### src/hdl/upd_pkg.sv
// ----------------------------------------------------------------------------
// upd_pkg
// Shared types and constants for the ultrasonic proximity detector.
// ----------------------------------------------------------------------------
package upd_pkg;

  // Register indexes on the configuration channel
  localparam logic [1:0] REG_SAFE_DISTANCE = 2'd0;
  localparam logic [1:0] REG_ECHO_TIMEOUT  = 2'd1;
  localparam logic [1:0] REG_HOLD          = 2'd2;

  // Register reset values
  localparam logic [9:0]  SAFE_DISTANCE_RST = 10'd50;
  localparam logic [15:0] ECHO_TIMEOUT_RST  = 16'd50000;
  localparam logic [25:0] HOLD_RST          = 26'd1000000;

  // Trigger pulse shape, in ticks
  localparam logic [15:0] TRIG_LOW_TICKS  = 16'd2;
  localparam logic [15:0] TRIG_HIGH_TICKS = 16'd10;

  // Hold counter saturates here
  localparam logic [25:0] HOLD_MAX = 26'h3FFFFFF;

  // floor(w*17/1000) == (w * DIST_MULT) >> DIST_SHIFT for any 16-bit w
  localparam int          DIST_SHIFT = 26;
  localparam logic [20:0] DIST_MULT  = 21'd1140851;
  localparam logic [9:0]  DIST_MAX   = 10'd1023;

  // Live configuration
  typedef struct packed {
    logic [9:0]  safe_distance_cm;
    logic [15:0] echo_timeout_us;
    logic [25:0] hold_us;
  } cfg_t;

  // One result item
  typedef struct packed {
    logic       timed_out;
    logic [9:0] distance_cm;
    logic       reading_done;
    logic       detected;
    logic       trigger_out;
  } result_t;

endpackage

### src/hdl/upd_cfg_regs.sv
// ----------------------------------------------------------------------------
// upd_cfg_regs
// Configuration register file; writes to unknown indexes are dropped.
// ----------------------------------------------------------------------------
module upd_cfg_regs (
  input  logic          clk,
  input  logic          rst,
  input  logic          cfg_valid,
  input  logic [1:0]    cfg_index,
  input  logic [25:0]   cfg_data,
  output upd_pkg::cfg_t cfg
);

  // Register writes
  always_ff @(posedge clk) begin
    if (rst) begin
      cfg.safe_distance_cm <= upd_pkg::SAFE_DISTANCE_RST;
      cfg.echo_timeout_us  <= upd_pkg::ECHO_TIMEOUT_RST;
      cfg.hold_us          <= upd_pkg::HOLD_RST;
    end else if (cfg_valid) begin
      unique case (cfg_index)
        upd_pkg::REG_SAFE_DISTANCE: cfg.safe_distance_cm <= cfg_data[9:0];
        upd_pkg::REG_ECHO_TIMEOUT:  cfg.echo_timeout_us  <= cfg_data[15:0];
        upd_pkg::REG_HOLD:          cfg.hold_us          <= cfg_data;
        default: ;
      endcase
    end
  end

endmodule

### src/hdl/upd_core.sv
// ----------------------------------------------------------------------------
// upd_core
// Ranging sequencer and detection logic; one tick per step, result registered.
// ----------------------------------------------------------------------------
module upd_core (
  input  logic             clk,
  input  logic             rst,
  input  logic             step,
  input  logic             echo,
  input  upd_pkg::cfg_t    cfg,
  output upd_pkg::result_t res
);

  typedef enum logic [2:0] {
    PH_TRIG_LOW,
    PH_TRIG_HIGH,
    PH_WAIT_END,
    PH_WAIT_RISE,
    PH_MEASURE
  } phase_t;

  phase_t      phase, phase_next, ph_eff;
  logic [15:0] phase_count, phase_count_next;
  logic [15:0] pulse_width, pulse_width_next;
  logic [25:0] near_hold, near_hold_next, hold_inc;
  logic        detected_flag, detected_flag_next;
  upd_pkg::result_t res_next;

  logic [36:0] dist_prod;
  logic [10:0] dist_raw;
  logic [9:0]  dist_width;
  logic [9:0]  dist_sel;
  logic        finish;
  logic        tmo;

  // Distance of the current pulse width by reciprocal multiply
  assign dist_prod  = {21'd0, pulse_width} * {16'd0, upd_pkg::DIST_MULT};
  assign dist_raw   = dist_prod[upd_pkg::DIST_SHIFT +: 11];
  assign dist_width = dist_raw[10] ? upd_pkg::DIST_MAX : dist_raw[9:0];

  // Saturating ticks since the last near reading
  assign hold_inc = (near_hold == upd_pkg::HOLD_MAX) ? near_hold : near_hold + 26'd1;

  // Next-state logic for one tick
  always_comb begin
    phase_next         = phase;
    phase_count_next   = phase_count;
    pulse_width_next   = pulse_width;
    near_hold_next     = hold_inc;
    detected_flag_next = detected_flag;
    ph_eff             = phase;
    finish             = 1'b0;
    tmo                = 1'b0;
    dist_sel           = '0;
    res_next           = '0;

    unique case (phase) inside
      PH_TRIG_HIGH: begin
        res_next.trigger_out = 1'b1;
        phase_count_next     = phase_count + 16'd1;
        if (phase_count_next >= upd_pkg::TRIG_HIGH_TICKS) begin
          phase_next       = PH_WAIT_END;
          phase_count_next = '0;
          pulse_width_next = '0;
        end
      end
      PH_WAIT_END, PH_WAIT_RISE, PH_MEASURE: begin
        // a sample that ends one wait is seen at once by the next
        if (ph_eff == PH_WAIT_END && !echo) ph_eff = PH_WAIT_RISE;
        if (ph_eff == PH_WAIT_RISE && echo) ph_eff = PH_MEASURE;
        if (ph_eff == PH_MEASURE && !echo) begin
          finish   = 1'b1;
          dist_sel = dist_width;
        end else if (phase_count >= cfg.echo_timeout_us) begin
          finish = 1'b1;
          tmo    = 1'b1;
        end else begin
          phase_count_next = phase_count + 16'd1;
          phase_next       = ph_eff;
          if (ph_eff == PH_MEASURE) pulse_width_next = pulse_width + 16'd1;
        end
      end
      default: begin
        // trigger low, and recovery from any stray code
        phase_next       = PH_TRIG_LOW;
        phase_count_next = phase_count + 16'd1;
        if (phase_count_next >= upd_pkg::TRIG_LOW_TICKS) begin
          phase_next       = PH_TRIG_HIGH;
          phase_count_next = '0;
        end
      end
    endcase

    // Reading complete: update detection and restart the cycle
    if (finish) begin
      if (dist_sel < cfg.safe_distance_cm) begin
        detected_flag_next = 1'b1;
        near_hold_next     = '0;
      end else if (hold_inc > cfg.hold_us) begin
        detected_flag_next = 1'b0;
      end else begin
        detected_flag_next = 1'b1;
      end
      phase_next       = PH_TRIG_LOW;
      phase_count_next = '0;
      pulse_width_next = '0;
    end

    res_next.detected     = detected_flag_next;
    res_next.reading_done = finish;
    res_next.distance_cm  = dist_sel;
    res_next.timed_out    = tmo;
  end

  // State and result register
  always_ff @(posedge clk) begin
    if (rst) begin
      phase         <= PH_TRIG_LOW;
      phase_count   <= '0;
      pulse_width   <= '0;
      near_hold     <= '0;
      detected_flag <= 1'b1;
    end else if (step) begin
      phase         <= phase_next;
      phase_count   <= phase_count_next;
      pulse_width   <= pulse_width_next;
      near_hold     <= near_hold_next;
      detected_flag <= detected_flag_next;
    end
    if (step) res <= res_next;
  end

endmodule

### src/hdl/ultrasonic_proximity_detector.sv
// ----------------------------------------------------------------------------
// ultrasonic_proximity_detector
// Trigger/echo ranger, one input item per microsecond tick, with a
// hold-off detected flag.
// ----------------------------------------------------------------------------
//  channel  dir  signals                         item
//  s_*      in   tvalid tready tdata[7:0]        one tick: echo sample
//  m_*      out  tvalid tready tdata[15:0]       one result per tick
//  cfg_*    in   valid ready index[1:0] data     register write
//
//  One item per cycle sustained while the output is not stalled; an item passes
//  the input register, then the sequencer and result register, which holds a
//  multiply by the distance reciprocal and the near compare.
//  Reset clears the handshake state and restarts with the trigger low phase,
//  detected set and registers at their defaults.
//  A stalled output holds its item; the input register still takes one more.
//  The configuration channel is always ready.
// ----------------------------------------------------------------------------
module ultrasonic_proximity_detector (
  input  logic        clk,
  input  logic        rst,
  input  logic        s_tvalid,
  output logic        s_tready,
  input  logic [7:0]  s_tdata,   // [0] echo, [7:1] zero
  output logic        m_tvalid,
  input  logic        m_tready,
  output logic [15:0] m_tdata,   // [0] trigger_out, [1] detected, [2] reading_done,
                                 // [12:3] distance_cm, [13] timed_out, [15:14] zero
  input  logic        cfg_valid,
  output logic        cfg_ready,
  input  logic [1:0]  cfg_index,
  input  logic [25:0] cfg_data
);

  upd_pkg::cfg_t    cfg;
  upd_pkg::result_t res;

  logic in_full;
  logic in_echo;
  logic advance;
  logic step;

  assign advance   = !m_tvalid || m_tready;
  assign step      = in_full && advance;
  assign s_tready  = !in_full || advance;
  assign cfg_ready = 1'b1;

  // Input register
  always_ff @(posedge clk) begin
    if (rst) begin
      in_full <= 1'b0;
    end else if (s_tready) begin
      in_full <= s_tvalid;
    end
    if (s_tready && s_tvalid) in_echo <= s_tdata[0];
  end

  // Output valid
  always_ff @(posedge clk) begin
    if (rst) begin
      m_tvalid <= 1'b0;
    end else if (advance) begin
      m_tvalid <= step;
    end
  end

  upd_cfg_regs u_cfg (
    .clk       (clk),
    .rst       (rst),
    .cfg_valid (cfg_valid),
    .cfg_index (cfg_index),
    .cfg_data  (cfg_data),
    .cfg       (cfg)
  );

  upd_core u_core (
    .clk  (clk),
    .rst  (rst),
    .step (step),
    .echo (in_echo),
    .cfg  (cfg),
    .res  (res)
  );

  assign m_tdata = {2'b00, res};

endmodule

### config.mk
export PLATFORM = sky130hd
export DESIGN_NAME = ultrasonic_proximity_detector
export DESIGN_NICKNAME = d
export VERILOG_FILES = /design/src/hdl/upd_pkg.sv /design/src/hdl/upd_cfg_regs.sv /design/src/hdl/upd_core.sv /design/src/hdl/ultrasonic_proximity_detector.sv
export SDC_FILE = /design/constraint.sdc
export NUM_CORES = 1
export LEC_CHECK = 0
export BUFFER_PORTS_ARGS = -buffer_cell sky130_fd_sc_hd__buf_2
export CORE_MARGIN = 5
export CORE_UTILIZATION = 27
export DETAILED_ROUTE_END_ITERATION = 12
export PLACE_DENSITY_LB_ADDON = 0.25
export SLEW_MARGIN = 10
export SYNTH_ARGS = -nofsm -noshare
export SYNTH_HDL_FRONTEND = slang
export SYNTH_SLANG_ARGS = --single-unit
### constraint.sdc
create_clock -name clk -period 7.2 [get_ports clk]
set_input_delay 1.08 -clock clk [delete_from_list [all_inputs] [get_ports clk]]
set_output_delay 1.08 -clock clk [all_outputs]
set_load 0.05 [all_outputs]
==> results of run 1 <==
[per-layer routing]
| metal | wire, um | up-vias | track usage |
|---|---|---|---|
| met5 | 0 | - | 0 |
| met2 | 16280 | 139 | 0.2264 |
| met4 | 538 | 0 | 0.03670 |
| li1 | - | 5193 | - |
| met1 | 16290 | 4995 | 0.1869 |
| met3 | 852 | 28 | 0.01521 |
[flip-flops by register name, indices dropped and copies added (netlist names)]
register              cells
in_echo                   1
m_tvalid                  1
u_core.detected_flag      1
u_core.near_hold         26
in_full                   1
u_core.phase_count       16
u_core.pulse_width       16
u_core.res               14
u_cfg.cfg                52
u_core.phase              3
[logic make-up after synthesis]
kind of cell,synth area share
simple gates,0.1631
fa+ha+maj,0.3596
buf+inv,0.08617
compound gates,0.1317
flops,0.2205
xor+xnor,0.03483
mux,0.003482
other cells,0.0005972
[power by group]
| group | switching (uW) | internal (uW) | total [uW] |
|---|---|---|---|
| clock network | 385 | 507 | 892 |
| registers | 11.7 | 754 | 766 |
| logic | 94.9 | 43.4 | 138 |
[through the flow]
step	hold WS, ns	util	setup WS [ns]	cells	TNS [ns]
6_report	0.4524	0.3298	-0.1231	2221	-0.7886
5_1_grt	0.4753	0.3298	-0.4100	2221	-10.07
4_1_cts	0.4564	0.3278	-0.1445	2219	-2.186
3_5_place_dp	0.4480	0.3089	-0.6577	2182	-14.11
3_3_place_gp	0.4440	0.3089	-0.5417	2182	-11.54
2_1_floorplan	0.4363	-	0.002760	1453	0
[layout make-up]
| class | count | area [um^2] | area share |
|---|---|---|---|
| Multi-Input combinational cell | 1041 | 9067 | 0.5930 |
| Sequential cell | 131 | 2791 | 0.1826 |
| Timing Repair Buffer | 175 | 1199 | 0.07840 |
| Inverter | 236 | 885.9 | 0.05794 |
| Tap cell | 607 | 759.5 | 0.04967 |
| Clock buffer | 18 | 450.4 | 0.02946 |
| Clock inverter | 13 | 136.4 | 0.008920 |
[cells in the final DEF (no fill, tap or decap), types with 8 or more instances in the layout]
cell,n
o21a_1,8
a21oi_2,8
a21o_1,19
nor2b_1,10
or3_1,8
inv_1,230
xnor2_1,25
ha_1,210
nand2_1,145
nand3_1,43
dfxtp_1,107
buf_2,49
xor2_1,21
nor2_1,79
a21oi_1,103
and3_1,18
a32o_1,11
o21ai_0,39
a211o_1,12
nand4_1,22
clkbuf_16,18
fa_1,84
buf_4,124
nand2b_1,8
edfxtp_1,15
nor3_1,24
nand3b_1,11
[final timing paths]
| path | endpoint | cells past startpoint | start |
|---|---|---|---|
| worst min register to register | u_cfg.cfg[12] | 2 | u_cfg.cfg[12] |
| worst max-delay path | u_core.res[1] | 29 | u_core.pulse_width[6] |
| worst min-delay path | u_cfg.cfg[12] | 2 | u_cfg.cfg[12] |
| worst max register to register | u_core.res[1] | 29 | u_core.pulse_width[6] |
[tightest hold or removal path: stages, from the launching register on]
cell and delay (ns):
dfxtp_1 0.31, nand2_1 0.05, a21oi_1 0.05
[what timing repair did]
action,4_1_cts,5_1_grt
endpoints found under the setup margin,28,28
gates resized for setup,47,16
setup buffers,6,2
pin swaps,47,13
==> key figures, run 1 <==
Run status
  • Status: finished with violations
  • Failing checks: negative setup slack

Timing
  • Tcrit/Tclk final: 1.017
  • Final setup margin: -0.1231 ns
  • Fin. Hold Viols: 0
  • Actual slew at the worst max-slew pin: between 1 and 1.5 ns
  • Min Clock Period, post-route: 7.323 ns
  • Final setup violation count: 13
  • Pins over their slew limit: 0
  • RSZ-0062 raised after global routing: yes
  • Clock Skew: about 0.011 ns
  • Slew headroom: 0.2772
  • Fmax: 0.1366 GHz

CTS
  • CTS buffer count: 17
  • CTS tree: built
  • Clk slew on worst S/H paths: 0.07 ns
  • CTS Hold Bufs: 0
  • CTS Sinks: roughly 130
  • H-tree depth: 4
  • Clk_lat worst skew: between 0.4 and 0.5 ns
  • CTS root buf: clkbuf_16
  • CTS Buffer Depth: 2

Global route
  • Initial antenna violation count: 0
  • Number of global-route vias before repair: around 10000
  • Gr ovfl total: 0
  • First-pass GRT wire length: 54940 um
  • Largest net degree at the start of global routing: 95
  • Gr usage total: 0.1356

Routing
  • DRC viols: 0
  • Routed Antenna Nets: 0
  • Vias per cell: 4.662
  • DRT Pass-1 Iters: 5
  • Final wirelength: 33960 um
  • Wire per inst: between 15 and 20 um
  • 1st-iter DRT viols: about 540
  • Vias: 10355

Placed design
  • Placer Congestion: 0.8336
  • Post-DP HPWL: 27240 um
  • Number of port buffers: 49
  • Placed instance area: 0.01432 mm^2

Floorplanning
  • Boundary Pins: 60
  • Rows: 79
  • Die W: roughly 230 um
  • Initial Util: 0.2712
  • Core ar.: 0.04636 mm^2
  • Overall die height: 225.8 um
  • Die Area: around 0.051 mm^2

Min path
  • Min-Delay Path Class: reg2reg

Power
  • Worst-case vdd ir drop: ~0.16 mV
  • PnR Total Power: 1796 uW
  • Leak: roughly 0.0074 uW
  • Pwr Density: 117.5 mW/mm^2

Logic synthesis
  • Top post-synthesis cells by area: ha_1 (22%), dfxtp_1 (18%), fa_1 (14%)
  • Synth warnings: 0
  • Post-synthesis register bit count: 131
  • Commonest cells in the netlist: inv_1 (236), ha_1 (219), nand2_1 (145)
  • Post-synth cell types: 74
  • Count leader, synth: inv_1
  • Post-Synthesis Cells: 1452
  • Asr flop ratio synth: 0
  • Post-synth EDFFs: 15
  • Seq/Total Area, Yosys: 0.2205
  • Syn avg cell area: 8.660 um^2
  • Biggest area consumer among synthesized cells: ha_1
  • Most used DFF post-synth: dfxtp_1
  • Cell area after synthesis: approximately 0.013 mm^2
  • Yosys top cell area share: 0.2179

Worst setup path
  • Crit path capture type: flip-flop
  • Cell family with most CP delay: adder cells
  • Worst path max stage delay: 0.53 ns
  • Worst path bufs/invs: 6
  • Reg-to-reg slack, setup: -0.12 ns
  • Worst Path Required: 7.39 ns
  • Worst endpoint data arrival time: between 7 and 8 ns
  • WS Path Type: reg2reg
  • Critical path startpoint category: flip-flop
  • Critical path peak fanout: 8
  • Critical-path top delay cell: fa_1

Cells and area
  • FILL cells: 4852
  • Share of cells above drive strength 1: 0.1803
  • Area Growth Syn to Fin: 21.59%
  • Ant. Diodes: 0
  • Design Area, Final: approximately 0.015 mm^2
  • Nets: 1951

Run
  • Max_cap viols: 0
Note: power is estimated with default switching activity, not from simulation.
==> inputs of run 2 (changes only) <==
Settings changed: ABC_AREA set to 1, SYNTH_HIERARCHICAL set to 1.
==> key figures, run 2 <==
Logic synthesis
  • Biggest area consumer among synthesized cells: ha_1
  • Yosys top cell area share: 0.1989 (-0.01905)
  • Post-synth cell types: 51 (-31%)
  • Asr flop ratio synth: 0 (unchanged)
  • Post-synthesis register bit count: 131 (unchanged)
  • Count leader, synth: nand2_1
  • Synth warnings: 6 (+6)
  • Commonest cells in the netlist: nand2_1 (376), inv_1 (368), ha_1 (219)
  • Post-synth EDFFs: 15 (unchanged)
  • Most used DFF post-synth: dfxtp_1
  • Post-Synthesis Cells: 1881 (+30%)
  • Cell area after synthesis: 0.01378 mm^2 (+9.6%)
  • Top post-synthesis cells by area: ha_1 (20%), dfxtp_1 (17%), fa_1 (13%)
  • Seq/Total Area, Yosys: 0.2012 (-0.01928)
  • Syn avg cell area: 7.326 um^2 (-15%)

Power
  • Seq pwr share: 0.322 (-0.105)
  • Leak: 0.007964 uW (+8.3%)
  • Clock group share of total power: 0.373 (-0.123)
  • Sw Pwr: 879.9 uW (+79%)
  • Pwr Density: 159.2 mW/mm^2 (+36%)
  • Worst-case vdd ir drop: 0.1254 mV (-23%)
  • Switching Share: 0.3561 (+0.08234)
  • Pint: 1591 uW (+22%)
  • Comb power frac: 0.305 (+0.228)

CTS
  • H-tree depth: 4 (unchanged)
  • CTS tree: built
  • Clk slew on worst S/H paths: 0.06 ns (about the same)
  • CTS buffer count: 17 (unchanged)
  • CTS Hold Bufs: 0 (unchanged)
  • CTS root buf: clkbuf_16
  • Clk_lat worst skew: 0.46 ns (+0.02 ns)
  • CTS Sinks: 131 (unchanged)
  • CTS Buffer Depth: 2 (unchanged)

Timing
  • Min Clock Period, post-route: 6.762 ns (-0.5614 ns)
  • Final setup margin: 0.4383 ns (+0.5614 ns)
  • Fin. Hold Viols: 0 (unchanged)
  • Actual slew at the worst max-slew pin: 1.093 ns (+0.009598 ns)
  • Final setup violation count: 0 (-13)
  • Slew headroom: 0.2705 (-0.006684)
  • Tcrit/Tclk final: 0.9391 (-0.07797)
  • Fmax: 0.1479 GHz (+8.3%)
  • Pins over their slew limit: 0 (unchanged)
  • Setup TNS: 0 ns (+0.7886 ns)
  • Clock Skew: 0.01647 ns (+0.005308 ns)
  • RSZ-0062 raised after global routing: no

Placed design
  • Number of port buffers: 49 (unchanged)
  • Placed instance area: 0.01482 mm^2 (+3.5%)
  • Pre-CTS WS: 0.2105 ns (+0.8682 ns)
  • Placer Congestion: 0.8508 (+2.1%)
  • Post-DP HPWL: 30360 um (+11%)

Global route
  • Largest net degree at the start of global routing: 64 (-33%)
  • Initial antenna violation count: 0 (unchanged)
  • Number of global-route vias before repair: 11436 (+12%)
  • Gr ovfl total: 0 (unchanged)
  • Gr usage total: 0.1324 (-0.003211)
  • First-pass GRT wire length: 59660 um (+8.6%)

Cells and area
  • Commonest non-fill, non-tap cell in the layout: nand2_1
  • Max reg flops: 52 (unchanged)
  • FILL cells: 5538 (+14%)
  • Largest regs: u_cfg/cfg (52), u_core/near_hold (26)
  • Design Area, Final: 0.01552 mm^2 (+1.5%)
  • Ant. Diodes: 0 (unchanged)
  • Nets: 2281 (+17%)
  • Share of cells above drive strength 1: 0.08226 (-0.09804)
  • Most frequent cells in the layout: nand2_1 (375), inv_1 (368), ha_1 (218), nor2_1 (190), a21oi_1 (137)
  • Reg with most FFs: u_cfg/cfg
  • Area Growth Syn to Fin: 12.63%

Floorplanning
  • Overall die height: 235.9 um (+4.5%)
  • Die Area: 0.05565 mm^2 (+9.2%)
  • Die W: 235.9 um (+4.5%)
  • Core ar.: 0.05027 mm^2 (+8.4%)
  • Boundary Pins: 60 (unchanged)
  • Initial Util: 0.2741 (+0.002844)
  • Rows: 82 (+3.8%)

Run status
  • Status: finished, final reports clean

Worst setup path
  • FF-to-FF End: u_core/near_hold[22]
  • CP dominant cell by count: fa_1
  • Worst endpoint data arrival time: 7.09 ns (-0.43 ns)
  • Reg2Reg Depth: 29 (unchanged)
  • RR Startpoint: u_core/pulse_width[7]
  • Worst path max stage delay: 0.55 ns (+0.02 ns)
  • WS Path Type: reg2reg
  • Reg-to-reg slack, setup: 0.44 ns (+0.56 ns)
  • Critical path startpoint category: flip-flop
  • Critical path peak fanout: 13 (+5)
  • Worst Path Required: 7.52 ns (+0.13 ns)
  • Crit path capture type: flip-flop
  • Critical-path top delay cell: fa_1

Routing
  • Final wirelength: 37540 um (+11%)
  • 1st-iter DRT viols: 666 (+24%)
  • Vias per cell: 4.488 (-3.7%)
  • Wire per inst: 14.34 um (-6.2%)
  • Routed Antenna Nets: 0 (unchanged)
  • DRT Pass-1 Iters: 7 (+2)
  • DRC viols: 0 (unchanged)
  • Vias: 11744 (+13%)

Run
  • Max_cap viols: 0 (unchanged)

Min path
  • Min-Delay Path Class: reg2reg
  • Hold Crit Start: u_cfg/cfg[9]
  • WHS Endpoint: u_cfg/cfg[9]
  • Hold depth: 2 (unchanged)
run 2: cell count changes after synthesis, sizes merged, moves of 12 or more:
cell   before  now
a211o      12    0
a21o       19    5
a21oi     112  140
a32o       12    0
and3       18    0
inv       236  377
nand2     145  383
nand3      47   82
nor2       81  201
xnor2      27    8
xor2       23   35
run 2: how the worst max path moves through the flow:
| stage | slack [ns] | start | cells after the start | to |
|---|---|---|---|---|
| after floorplan | 0.69 | u_core/pulse_width[10] | 34 | u_core/near_hold[16] |
| after global placement | 0.22 | u_core/pulse_width[10] | 32 | u_core/res[1] |
| after detailed placement | 0.21 | u_core/pulse_width[10] | 32 | u_core/res[1] |
| after CTS | 0.18 | u_core/pulse_width[10] | 32 | u_core/res[1] |
| after global routing | 0.004 | u_core/pulse_width[5] | 29 | u_core/res[1] |
| final | 0.44 | u_core/pulse_width[7] | 29 | u_core/near_hold[22] |
run 2: cell type report:
type	instances	area (um^2)	area share
sequential	131	2776	0.1789
clock inverter	13	175.2	0.01129
clock buffer	19	432.9	0.02789
inverter	379	1425	0.09183
timing repair buffer	74	445.4	0.02870
tap	672	840.8	0.05418
multi-input combinational	1329	9424	0.6072
run 2: what timing repair did:
item / in CTS / in global routing
setup endpoints to repair: 0 / 28
buffers inserted: 0 / 1
gates resized for setup: 0 / 16
run 2: logic make-up after synthesis:
family          share of synthesized area
flops                              0.2012
fa+ha+maj                          0.3282
simple gates                       0.2339
buf+inv                            0.1206
other cells                     0.0005450
xor+xnor                          0.02733
compound gates                    0.08826
run 2: power by group through the flow:
stage	clock network, uW	logic, uW	registers (uW)
after floorplan	0	531	824
after global placement	0	750	810
after detailed placement	0	754	811
after CTS	955	761	795
after global routing	985	872	799
final	922	754	795
run 2: critical path, delay by kind of cell (launching register included):
kind,cells,cell delay (ns)
AO/OA/AOI/OAI,11,1.77
adder cells (fa/ha/maj),8,3.58
buffers and inverters,4,0.27
flip-flops,1,0.35
AND/OR/NAND/NOR,6,0.64
run 2: routing by layer:
| layer | vias to the layer above | GRT usage | part of all wire |
|---|---|---|---|
| met5 | - | 0 | 0 |
| met4 | 0 | 0.04187 | 0.019 |
| met3 | 41 | 0.02173 | 0.028 |
| met2 | 152 | 0.2136 | 0.46 |
| met1 | 5500 | 0.1817 | 0.49 |
| li1 | 6051 | - | - |
run 2: metrics by stage:
| stage | total power [uW] | std cells | hold WS [ns] | util |
|---|---|---|---|---|
| finish | 2471 | 2617 | 0.4604 | 0.3087 |
| global route | 2656 | 2617 | 0.4725 | 0.3087 |
| CTS | 2511 | 2615 | 0.4612 | 0.3070 |
| detailed placement | 1565 | 2583 | 0.4463 | 0.2949 |
| global placement | 1560 | 2583 | 0.4518 | 0.2949 |
| floorplan | 1355 | 1882 | 0.4289 | - |
==> inputs of run 3 (changes only) <==
Settings changed: ABC_AREA 1 to unset.
Clock period 7.2 ns to 8.35 ns, I/O delays scaled along.
==> key figures, run 3 <==
Logic synthesis
  • Cell area after synthesis: 0.01282 mm^2 (-7.0%)
  • Seq/Total Area, Yosys: 0.2163 (+0.01504)
  • Asr flop ratio synth: 0 (unchanged)
  • Biggest area consumer among synthesized cells: ha_1
  • Yosys top cell area share: 0.2137 (+0.01487)
  • Most used DFF post-synth: dfxtp_1
  • Post-synth EDFFs: 15 (unchanged)
  • Post-synthesis register bit count: 131 (unchanged)
  • Post-Synthesis Cells: 1428 (-24%)
  • Top post-synthesis cells by area: ha_1 (21%), dfxtp_1 (18%), fa_1 (14%)
  • Post-synth cell types: 71 (+39%)
  • Commonest cells in the netlist: inv_1 (237), ha_1 (219), dfxtp_1 (116)
  • Synth warnings: 6 (unchanged)
  • Count leader, synth: inv_1
  • Syn avg cell area: 8.978 um^2 (+23%)

Power
  • Worst-case vdd ir drop: 0.1478 mV (+18%)
  • Leak: 0.007182 uW (-9.8%)
  • Pwr Density: 104.9 mW/mm^2 (-34%)
  • PnR Total Power: 1521 uW (-38%)

Floorplanning
  • Overall die height: 227.9 um (-3.4%)
  • Rows: 79 (-3.7%)
  • Die W: 227.9 um (-3.4%)
  • Boundary Pins: 60 (unchanged)
  • Initial Util: 0.2742 (about the same)
  • Die Area: 0.05194 mm^2 (-6.7%)
  • Core ar.: 0.04675 mm^2 (-7.0%)

Worst setup path
  • RR Startpoint: u_core/pulse_width[10]
  • Worst endpoint data arrival time: 8.28 ns (+1.19 ns)
  • Reg-to-reg slack, setup: 0.40 ns (-0.04 ns)
  • CP dominant cell by count: fa_1
  • FF-to-FF End: u_core/near_hold[18]
  • Worst path max stage delay: 0.55 ns (about the same)
  • Crit path capture type: flip-flop
  • Critical-path top delay cell: fa_1
  • Worst Path Required: 8.68 ns (+1.16 ns)
  • WS Path Type: reg2reg
  • Critical path peak fanout: 5 (-8)
  • Reg2Reg Depth: 34 (+17%)
  • Critical path startpoint category: flip-flop

Global route
  • Gr usage total: 0.1236 (-0.008842)
  • Number of global-route vias before repair: 9895 (-13%)
  • Initial antenna violation count: 1 (+1)
  • Largest net degree at the start of global routing: 65 (+1.6%)
  • First-pass GRT wire length: 51870 um (-13%)
  • Gr ovfl total: 0 (unchanged)

CTS
  • CTS root buf: clkbuf_16
  • CTS Sinks: 131 (unchanged)
  • CTS Hold Bufs: 0 (unchanged)
  • CTS buffer count: 17 (unchanged)
  • CTS Buffer Depth: 2 (unchanged)
  • Clk slew on worst S/H paths: 0.07 ns (about the same)
  • H-tree depth: 4 (unchanged)
  • CTS tree: built
  • Clk_lat worst skew: 0.44 ns (-0.02 ns)

Timing
  • Hold WS: 0.4727 ns (+0.01225 ns)
  • Fmax: 0.1258 GHz (-15%)
  • Actual slew at the worst max-slew pin: 1.018 ns (-0.07481 ns)
  • Pins over their slew limit: 0 (unchanged)
  • Tcrit/Tclk final: 0.9520 (+0.01287)
  • Final setup violation count: 0 (unchanged)
  • Fin. Hold Viols: 0 (unchanged)
  • Slew headroom: 0.3194 (+0.04888)
  • Min Clock Period, post-route: 7.949 ns (+1.187 ns)
  • Clock Skew: 0.01559 ns (-0.0008789 ns)

Run
  • Max_cap viols: 0 (unchanged)

Min path
  • Hold Crit Start: u_cfg/cfg[20]
  • WHS Endpoint: u_cfg/cfg[20]
  • Hold depth: 2 (unchanged)
  • Min-Delay Path Class: reg2reg

Cells and area
  • Commonest non-fill, non-tap cell in the layout: inv_1
  • Reg with most FFs: u_cfg/cfg
  • Max reg flops: 52 (unchanged)
  • Area Growth Syn to Fin: 13.12%
  • Share of cells above drive strength 1: 0.1015 (+0.01921)
  • Nets: 1834 (-20%)
  • Ant. Diodes: 0 (unchanged)
  • Largest regs: u_cfg/cfg (52), u_core/near_hold (26)
  • Most frequent cells in the layout: inv_1 (237), ha_1 (219), dfxtp_1 (116), nor2_1 (96), fa_1 (89)

Routing
  • Final wirelength: 31940 um (-15%)
  • Wire per inst: 15.17 um (+5.8%)
  • 1st-iter DRT viols: 462 (-31%)
  • DRT Pass-1 Iters: 5 (-2)
  • Vias: 9679 (-18%)
  • Routed Antenna Nets: 0 (unchanged)
  • DRC viols: 0 (unchanged)
  • Vias per cell: 4.598 (+2.5%)

Placed design
  • Post-DP HPWL: 26050 um (-14%)
  • Number of port buffers: 49 (unchanged)
  • Placer Congestion: 0.8549 (+0.48%)

Run status
  • Status: finished, final reports clean
==> run 3: kinds of logic after synthesis <==
| kind of cell | synth area share |
|---|---|
| AOI/OAI and AO/OA | 0.09193 |
| other | 0.0005858 |
| and+or+nand+nor | 0.1673 |
| muxes | 0.04557 |
| DFF | 0.2163 |
| buffers and inverters | 0.08744 |
| xor gates and xnor gates | 0.03826 |
| adders and majority gates | 0.3527 |
==> run 3: layout make-up <==
class / instances / area (um^2)
clock buffer: 19 / 432.9
inverter: 237 / 889.6
multi-input combinational: 1015 / 9006
tap: 607 / 759.5
timing repair buffer: 83 / 515.5
clock inverter: 13 / 126.4
sequential: 131 / 2773
fill: 4949 / 32250
==> run 3: routing by layer <==
layer	global-route usage	vias to the layer above	part of all wire
met5	0	-	0
li1	-	4887	-
met2	0.2133	134	0.49
met3	0.02099	35	0.028
met1	0.1598	4623	0.47
met4	0.03536	0	0.016
==> run 3: worst max-delay path: cells and delay by family, from the launching register on <==
kind	cells	cell delay, ns
DFF	1	0.33
and+or+nand+nor	6	0.92
adders and majority gates	8	3.44
buffers and inverters	7	0.72
xor gates and xnor gates	1	0.19
AOI/OAI and AO/OA	12	2.22
==> run 3: worst max-delay path by stage <==
stage | from | endpoint | slack, ns | cells past startpoint
finish | u_core/pulse_width[10] | u_core/near_hold[18] | 0.40 | 34
global route | u_core/pulse_width[10] | u_core/near_hold[1] | -0.02 | 33
CTS | u_core/pulse_width[10] | u_core/near_hold[18] | 0.02 | 34
detailed placement | u_core/pulse_width[14] | u_core/near_hold[18] | -0.13 | 33
global placement | u_core/pulse_width[14] | u_core/near_hold[18] | -0.17 | 33
floorplan | u_core/pulse_width[10] | u_core/near_hold[18] | 0.48 | 32
==> run 3: power breakdown <==
part / internal, uW / switching, uW
clock network: 415 / 317
registers: 651 / 10.6
logic: 44.5 / 81.8
total: 1110 / 410
==> run 3: timing repair <==
item	4_1_cts	5_1_grt
cloned	0	0
resized for setup	2	12
pin swaps	0	2
endpoints found under the setup margin	9	28
endpoints found under the hold margin	0	0
buffers inserted	0	2
==> run 3: through the flow <==
step | setup slack [ns] | util | area, um^2 | cells | TNS [ns]
CTS | 0.01571 | 0.3084 | 14420 | 2103 | 0
floorplan | 0.4815 | - | 12820 | 1429 | 0
finish | 0.4009 | 0.3102 | 14500 | 2105 | 0
global route | -0.02194 | 0.3102 | 14500 | 2105 | -0.07983
global placement | -0.1665 | 0.2963 | 13850 | 2071 | -0.9805
detailed placement | -0.1254 | 0.2963 | 13850 | 2071 | -0.6155
